File: src/sv/qpst_pkg.sv
package qpst_pkg;

  // operation codes carried by the input word
  localparam logic [1:0] OP_SPEED = 2'd0;
  localparam logic [1:0] OP_INDEX = 2'd1;
  localparam logic [1:0] OP_CLEAR = 2'd2;
  localparam logic [1:0] OP_POS   = 2'd3;

  // configuration register indexes
  localparam int CFG_INDEX_W = 2;
  localparam logic [CFG_INDEX_W-1:0] CFG_CPR      = 2'd0;
  localparam logic [CFG_INDEX_W-1:0] CFG_POLE     = 2'd1;
  localparam logic [CFG_INDEX_W-1:0] CFG_RPM_GAIN = 2'd2;
  localparam logic [CFG_INDEX_W-1:0] CFG_RPS_GAIN = 2'd3;

  // configuration reset values
  localparam logic [20:0] CPR_RESET      = 21'd4096;
  localparam logic [7:0]  POLE_RESET     = 8'd1;
  localparam logic [31:0] RPM_GAIN_RESET = 32'd96000;
  localparam logic [31:0] RPS_GAIN_RESET = 32'd1600;

  typedef struct packed {
    logic [1:0]  operation;
    logic [15:0] counter_value;
  } in_t;

  typedef struct packed {
    logic signed [31:0] total_count;
    logic signed [15:0] delta_count;
    logic               direction;
    logic signed [31:0] shaft_rpm;
    logic signed [31:0] shaft_rps;
    logic [15:0]        mech_angle;
    logic [15:0]        elec_angle;
    logic [31:0]        index_count;
  } out_t;

  typedef enum logic [3:0] {
    CMD_NONE,
    CMD_UPDATE,
    CMD_MUL_RPM,
    CMD_MUL_RPS,
    CMD_SAT_RPS,
    CMD_DIV_INIT,
    CMD_MOD_STEP,
    CMD_FIX,
    CMD_FRAC_STEP,
    CMD_ELEC
  } cmd_t;

  typedef struct packed {
    cmd_t cmd;
    logic accept;
    logic load_out;
  } ctl_t;

  typedef struct packed {
    logic [1:0] op;
    logic       cpr_zero;
  } sts_t;

endpackage

File: src/sv/qpst_ctrl.sv
module qpst_ctrl (
  input  logic             clk,
  input  logic             rst,
  input  logic             sample_valid,
  output logic             sample_ready,
  output logic             result_valid,
  input  logic             result_ready,
  input  qpst_pkg::sts_t   sts,
  output qpst_pkg::ctl_t   ctl
);

  localparam int MOD_CYCLES  = 16;
  localparam int FRAC_CYCLES = 8;
  localparam int CNT_W       = $clog2(MOD_CYCLES);
  localparam logic [CNT_W-1:0] MOD_LAST  = CNT_W'(MOD_CYCLES - 1);
  localparam logic [CNT_W-1:0] FRAC_LAST = CNT_W'(FRAC_CYCLES - 1);

  typedef enum logic [3:0] {
    S_IDLE,
    S_UPDATE,
    S_MUL_RPM,
    S_MUL_RPS,
    S_SAT_RPS,
    S_DIV_INIT,
    S_MOD,
    S_FIX,
    S_FRAC,
    S_ELEC,
    S_DONE
  } state_t;

  state_t           state;
  logic [CNT_W-1:0] cnt;

  assign sample_ready = (state == S_IDLE) && !rst;

  always_comb begin
    ctl.accept   = sample_valid && sample_ready;
    ctl.load_out = (state == S_DONE) && (!result_valid || result_ready);
    case (state)
      S_UPDATE:   ctl.cmd = qpst_pkg::CMD_UPDATE;
      S_MUL_RPM:  ctl.cmd = qpst_pkg::CMD_MUL_RPM;
      S_MUL_RPS:  ctl.cmd = qpst_pkg::CMD_MUL_RPS;
      S_SAT_RPS:  ctl.cmd = qpst_pkg::CMD_SAT_RPS;
      S_DIV_INIT: ctl.cmd = qpst_pkg::CMD_DIV_INIT;
      S_MOD:      ctl.cmd = qpst_pkg::CMD_MOD_STEP;
      S_FIX:      ctl.cmd = qpst_pkg::CMD_FIX;
      S_FRAC:     ctl.cmd = qpst_pkg::CMD_FRAC_STEP;
      S_ELEC:     ctl.cmd = qpst_pkg::CMD_ELEC;
      default:    ctl.cmd = qpst_pkg::CMD_NONE;
    endcase
  end

  always_ff @(posedge clk) begin
    if (rst) begin
      state        <= S_IDLE;
      cnt          <= '0;
      result_valid <= 1'b0;
    end else begin
      if (ctl.load_out) begin
        result_valid <= 1'b1;
      end else if (result_ready) begin
        result_valid <= 1'b0;
      end
      case (state)
        S_IDLE: begin
          if (ctl.accept) begin
            state <= S_UPDATE;
          end
        end
        S_UPDATE: begin
          state <= (sts.op == qpst_pkg::OP_SPEED) ? S_MUL_RPM : S_DIV_INIT;
        end
        S_MUL_RPM: state <= S_MUL_RPS;
        S_MUL_RPS: state <= S_SAT_RPS;
        S_SAT_RPS: state <= S_DIV_INIT;
        S_DIV_INIT: begin
          cnt   <= '0;
          state <= sts.cpr_zero ? S_ELEC : S_MOD;
        end
        S_MOD: begin
          if (cnt == MOD_LAST) begin
            cnt   <= '0;
            state <= S_FIX;
          end else begin
            cnt <= cnt + 1'b1;
          end
        end
        S_FIX: state <= S_FRAC;
        S_FRAC: begin
          if (cnt == FRAC_LAST) begin
            cnt   <= '0;
            state <= S_ELEC;
          end else begin
            cnt <= cnt + 1'b1;
          end
        end
        S_ELEC: state <= S_DONE;
        S_DONE: begin
          if (ctl.load_out) begin
            state <= S_IDLE;
          end
        end
        default: state <= S_IDLE;
      endcase
    end
  end

endmodule

File: config.mk
export PLATFORM = sky130hd
export DESIGN_NAME = qpst_ctrl
export DESIGN_NICKNAME = d
export VERILOG_FILES = /design/src/sv/qpst_pkg.sv /design/src/sv/qpst_ctrl.sv
export SDC_FILE = /design/constraint.sdc
export NUM_CORES = 1
export LEC_CHECK = 0
export ABC_AREA = 1
export BUFFER_PORTS_ARGS = -buffer_cell sky130_fd_sc_hd__buf_2
export CAP_MARGIN = 20
export CORE_MARGIN = 3
export CORE_UTILIZATION = 40
export CTS_CLUSTER_DIAMETER = 120
export CTS_CLUSTER_SIZE = 20
export DETAILED_ROUTE_END_ITERATION = 8
export SYNTH_ARGS = -nofsm -noshare
export SYNTH_HDL_FRONTEND = slang
export SYNTH_SLANG_ARGS = --single-unit
File: constraint.sdc
create_clock -name clk -period 2.8 [get_ports clk]
set_input_delay 0.28 -clock clk [delete_from_list [all_inputs] [get_ports clk]]
set_output_delay 0.28 -clock clk [all_outputs]
set_load 0.05 [all_outputs]
==> flow_metrics.py, run 1 <==
metrics = {
    "cells_and_area": {
        "area_growth_pct": 16.05,
        "antenna_cells": 0,
        "multiInputGateArea_sq_um": 401.6,
        "fillers": 190,
        "drive_gt1_share_pct": 24.63,
        "regArea_sq_um": 260.3,
        "finalInstanceArea_sq_um": 868.3,
        "finalNetCount": 143,
    },
    "floorplanning": {
        "dieArea_sq_mm": 0.002426,
        "dieWidth_um": 49.25,
        "start_util_pct": 42.87,
        "io_pins": 15,
        "die_y_um": 49.25,
        "core_area_sq_mm": 0.001745,
        "rows": 15,
    },
    "yosys": {
        "synth_edf_count": 0,
        "synthTopCellsByCount": "nand2_1 (24), nor2_1 (23), inv_1 (18), dfxtp_1 (13), nand3_1 (7)",
        "synth.area.top_cells": "dfxtp_1 (35%), nand2_1 (12%), nor2_1 (12%), inv_1 (9.0%), nand2_2 (5.0%)",
        "yosysTopAreaCell": "dfxtp_1",
        "synth_area_sq_um": 748.2,
        "synth_flop_cell": "dfxtp_1",
        "synth_top_area_share_pct": 34.78,
        "yosys_warnings": 0,
        "avgSynthCellArea_sq_um": 6.395,
        "synth_most_common_cell": "nand2_1",
        "synth_cell_type_count": 21,
        "syn_nets": 125,
        "synthArstFlopShare_pct": 0,
        "ys_ff_latch": 13,
        "syn_inst": 117,
        "synth-seq-area-share_pct": 34.78,
    },
    "setup_path": {
        "cp_max_fo": 5,
        "worstPathRequired_ns": 2.52,
        "end_kind": "output port",
        "cp-start-kind": "flip-flop",
        "ff2ff_setup_slack_ns": 1.41,
        "worstPathArrival_ns": 1.41,
        "path_class": "reg2out",
    },
    "grt": {
        "grt_first_pass_wirelength_mm": 2.594,
        "grt_max_degree": 10,
        "grt-ovfl-total": 0,
        "grt_pass1_vias": 660,
        "antenna_found_initial": 0,
        "gr-usage-all-layers_pct": 13.73,
    },
    "placed_design": {
        "portBuffers": 14,
        "dpl-instance-area_sq_um": 842.1,
        "place_hpwl_mm": 1.215,
        "gp_congestion": 0.9962,
        "place_ws_ns": 1.407,
    },
    "timing": {
        "drv_slew": 0,
        "finalWorstSetupSlack_ns": 1.110,
        "tightestPinTransition_ns": 0.2925,
        "tns_ns": 0,
        "hold_viol": 0,
        "maxSlewHeadroom_pct": 80.43,
        "layout_min_cycle_time_ns": 1.690,
        "period_share_pct": 60.36,
        "fmax_mhz": 591.7,
        "clock_skew_ns": 0.0002843,
        "setup_viol": 0,
        "rsz0062_at_grt": "false",
    },
    "clocking": {
        "cts.clk_slew.worst_paths_ns": 0.07,
        "cts_root_buf": "clkbuf_4",
        "cts_buffers": 3,
        "clk_path_buf_depth": 2,
        "cts_tree": "done",
        "cts_resized": 0,
        "insertion_delay_ns": 0.26,
        "htreeDepth": 1,
        "cts_sinks": 13,
        "postCtsSetupBuffers": 0,
        "hold_buffers": 0,
    },
    "detailed_routing": {
        "drt-initial-drc-count": 11,
        "vias": 709,
        "drc_errors": 0,
        "routedWlPerCell_um": 9.182,
        "drtAntennaViolNets": 0,
        "drt-vias-per-instance": 4.459,
        "drt_wl_total_mm": 1.460,
        "dr.pass1.iters": 4,
    },
    "power": {
        "power_density_mw_per_mm2": 1280,
        "peakVddDrop_v": 0.0004995,
        "p_leak_nw": 0.4628,
        "finalPower_mw": 1.112,
    },
    "run_status": {
        "status": "complete, no violations",
    },
    "flow_run": {
        "maxCapViolCount": 0,
    },
    "hold_path": {
        "min_path_type": "in2reg",
    },
}
## cell type report
class | count | area share [%]
repair buffers | 14 | 8.069
clock buffers | 4 | 3.026
well taps | 25 | 3.602
flip-flops and latches | 13 | 29.97
inverters | 21 | 9.078
multi-input cells | 82 | 46.25
## cells in the final DEF (no fill, tap or decap), drive strengths merged
cell type / n
a22oi: 1
a21oi: 3
or2: 2
buf: 14
nor2: 28
ha: 1
nand3: 7
dfxtp: 13
nand2: 30
nor3: 3
o21a: 1
o21ai: 3
clkbuf: 4
o211ai: 2
o2111ai: 1
inv: 21
## report_power, final
part / internal (mW) / total (mW) / switching [mW]
Sequential: 0.249 / 0.295 / 0.0461
Clock: 0.0551 / 0.110 / 0.0554
Combinational: 0.207 / 0.706 / 0.499
Total: 0.511 / 1.11 / 0.600
## registers in the layout, summed over array words and instances (netlist names)
register / count
cnt: 4
result_valid: 1
state: 4
ctl: 4
## worst max-delay path, cell delays in order (launching register included)
cell,delay (ns)
dfxtp_1,0.35
nor2_1,0.27
nand2_1,0.11
nor3_1,0.13
buf_2,0.28
## per-stage QoR
step	cells	util [%]	hold WS, ns
finish	159	49.75	0.2929
detailed placement	155	48.24	0.4848
CTS	159	49.75	0.2790
floorplan	117	-	0.4546
global placement	155	48.24	0.4715
global route	159	49.75	0.2945
## kinds of logic (layout without fill, tap and decap cells)
family                     after synthesis  in the layout  share of synthesized area (%)
adders and majority gates                1              1                          1.672
DFF                                     13             13                          34.78
AOI/OAI and AO/OA                       11             11                          9.197
buffers and inverters                   22             39                          11.54
and+or+nand+nor                         70             70                          42.81
## path summary, 6_finish.rpt
path / start / to / cells past startpoint
max: state[3]$_SDFFE_PP0N_ / ctl[1] / 4
max reg2reg: cnt[0]$_SDFFE_PP0P_ / ctl[5]$_SDFF_PP0_ / 10
min: rst / result_valid$_SDFFE_PP0P_ / 2
min reg2reg: cnt[1]$_SDFFE_PP0P_ / cnt[1]$_SDFFE_PP0P_ / 2
## metal layers
| metal | GRT usage (%) | share of wire [%] | vias up |
|---|---|---|---|
| met2 | 19.42 | 43 | 18 |
| met1 | 17.84 | 50 | 294 |
| met3 | 3.058 | 6.0 | 2 |
| met4 | 10.43 | 1.2 | 0 |
| li1 | - | - | 395 |
| met5 | 0 | 0 | - |
(Power assumes the default switching activity.)
==> run 2: changes to the inputs <==
clock period = 1.54 ns   (was 2.8 ns; I/O delays follow)
==> run 2 against run 1 <==
  * Register-to-register slack worse by 1.2 ns
  * Total power is 93% higher
  * Via count is 4.7% higher
  * First-iteration DRC count is 9.1% higher
  * Highest routed layer unchanged
  * Combinational power is 94% higher
  * Die area stayed put
  * Flip-flop and latch count stayed put
  * Non-clock buffer count is 1 higher
  * Critical path depth is 1 higher
  * Clock power is 98% higher
==> flow_metrics.py, run 2 (synthesized netlist as in run 1, its figures left out) <==
metrics = {
    "hold_path": {
        "hp-start": "rst",
        "min_path_type": "in2reg",
        "holdPathEnd": "cnt[1]$_SDFFE_PP0P_",
        "hold_depth": 2,
    },
    "timing": {
        "drv_slew": 0,
        "maxSlewHeadroom_pct": 82.58,
        "fmax_mhz": 702.2,
        "clock_skew_ns": 0.001624,
        "rsz0062_at_grt": "false",
        "hold_viol": 0,
        "period_share_pct": 92.48,
        "tns_ns": 0,
        "layout_min_cycle_time_ns": 1.424,
        "hold_ws_ns": 0.1586,
        "tightestPinTransition_ns": 0.2594,
        "setup_viol": 0,
    },
    "floorplanning": {
        "dieArea_sq_mm": 0.002426,
        "rows": 15,
        "core_area_sq_mm": 0.001745,
        "die_y_um": 49.25,
        "start_util_pct": 42.87,
        "dieWidth_um": 49.25,
        "io_pins": 15,
    },
    "clocking": {
        "cts_tree": "done",
        "postCtsSetupBuffers": 0,
        "insertion_delay_ns": 0.28,
        "cts_root_buf": "clkbuf_4",
        "htreeDepth": 1,
        "cts_buffers": 3,
        "cts.clk_slew.worst_paths_ns": 0.08,
        "hold_buffers": 0,
        "clk_path_buf_depth": 2,
        "cts_sinks": 13,
    },
    "grt": {
        "antenna_found_initial": 0,
        "grt_pass1_vias": 720,
        "gr-usage-all-layers_pct": 15.16,
        "grt-ovfl-total": 0,
        "grt_first_pass_wirelength_mm": 2.856,
        "grt_max_degree": 10,
    },
    "detailed_routing": {
        "drt_wl_total_mm": 1.606,
        "drtAntennaViolNets": 0,
        "dr.pass1.iters": 4,
        "routedWlPerCell_um": 10.04,
        "vias": 742,
        "drt-initial-drc-count": 12,
        "drt-vias-per-instance": 4.638,
        "drc_errors": 0,
    },
    "setup_path": {
        "r2r-start": "state[0]$_SDFFE_PP0N_",
        "crit_buf_inv": 2,
        "path_class": "reg2out",
        "crit_chain": "nand2_2 -> inv_1 -> nand2_1 -> nor2_2 -> buf_6",
        "r2r-end": "ctl[3]$_SDFF_PP0_",
        "ff2ff_path_depth": 10,
        "critPathSlowestCell": "dfxtp_1",
        "worstPathArrival_ns": 1.27,
        "ff2ff_setup_slack_ns": 0.17,
        "end_kind": "output port",
        "worstPathRequired_ns": 1.39,
        "cp_max_fo": 5,
        "cp_top_family": "flip-flops",
        "slowest_delay_ns": 0.45,
        "cp-start-kind": "flip-flop",
    },
    "cells_and_area": {
        "final_cell_mix": "nand2_1 (22), nor2_1 (20), inv_1 (18)",
        "area_growth_pct": 22.58,
        "fillers": 176,
        "antenna_cells": 0,
        "finalNetCount": 144,
        "final_common_cell": "nand2_1",
        "drive_gt1_share_pct": 33.33,
    },
    "power": {
        "power_density_mw_per_mm2": 2343,
        "peakVddDrop_v": 0.0009943,
        "p_leak_nw": 0.4742,
    },
    "flow_run": {
        "maxCapViolCount": 0,
    },
    "placed_design": {
        "portBuffers": 14,
        "gp_congestion": 0.9540,
        "place_hpwl_mm": 1.257,
    },
    "run_status": {
        "status": "complete, no violations",
    },
}
-- run 2: cell count changes in the layout (fill, tap and decap cells not counted), sizes merged --
cell | before | now
clkbuf | 4 | 5
-- run 2: how the worst max path moves through the flow --
stage                                     start           endpoint  slack (ns)  depth (start not counted)
final                     state[1]$_SDFFE_PP0N_             ctl[0]        0.12                          5
after global routing      state[1]$_SDFFE_PP0N_             ctl[1]       0.003                          4
after CTS                 state[3]$_SDFFE_PP0N_             ctl[1]        0.03                          4
after detailed placement  state[3]$_SDFFE_PP0N_  ctl[5]$_SDFF_PP0_        0.16                          8
after global placement      cnt[1]$_SDFFE_PP0P_  ctl[3]$_SDFF_PP0_        0.15                         11
after floorplan           state[3]$_SDFFE_PP0N_       sample_ready        0.08                          3
-- run 2: what timing repair did --
item	4_1_cts	5_1_grt
cloned	0	0
endpoints found under the setup margin	2	6
pin swaps	0	2
resized for setup	1	13
-- run 2: report_power, final --
part / internal [mW] / total, mW / switching (mW) / leakage [nW]
combinational: 0.419 / 1.37 / 0.949 / 0.351
clock: 0.100 / 0.218 / 0.117 / 0.0150
sequential: 0.460 / 0.563 / 0.103 / 0.108
-- run 2: metrics by stage --
step | cell area (sq um) | std cells | setup WS [ns] | util, % | power [mW]
2_1_floorplan | 755.7 | 117 | 0.07779 | - | 1.601
3_3_place_gp | 857.1 | 156 | 0.1542 | 49.10 | 1.864
3_5_place_dp | 857.1 | 156 | 0.1634 | 49.10 | 1.849
4_1_cts | 885.9 | 160 | 0.03147 | 50.75 | 2.082
5_1_grt | 917.1 | 160 | 0.002692 | 52.54 | 2.347
6_report | 917.1 | 160 | 0.1158 | 52.54 | 2.149
-- run 2: area by class of cell --
| type | count | area (sq um) | share of cell area [%] |
|---|---|---|---|
| multi-input combinational | 82 | 429.2 | 46.79 |
| sequential | 13 | 265.3 | 28.92 |
| timing repair buffer | 15 | 86.33 | 9.413 |
| inverter | 21 | 78.83 | 8.595 |
| tap | 25 | 31.28 | 3.411 |
| clock buffer | 4 | 26.28 | 2.865 |
-- run 2: metal layers --
layer	wire length (um)	GRT usage (%)
met1	802	17.94
met4	32	9.953
met5	0	0
met2	705	25.22
met3	66	2.141
-- run 2: worst reg2reg max path, delay by kind of cell, from the launching register on --
family | cells | cell delay (ns)
flip-flops | 1 | 0.45
AND/OR/NAND/NOR | 7 | 0.69
buffers and inverters | 3 | 0.17
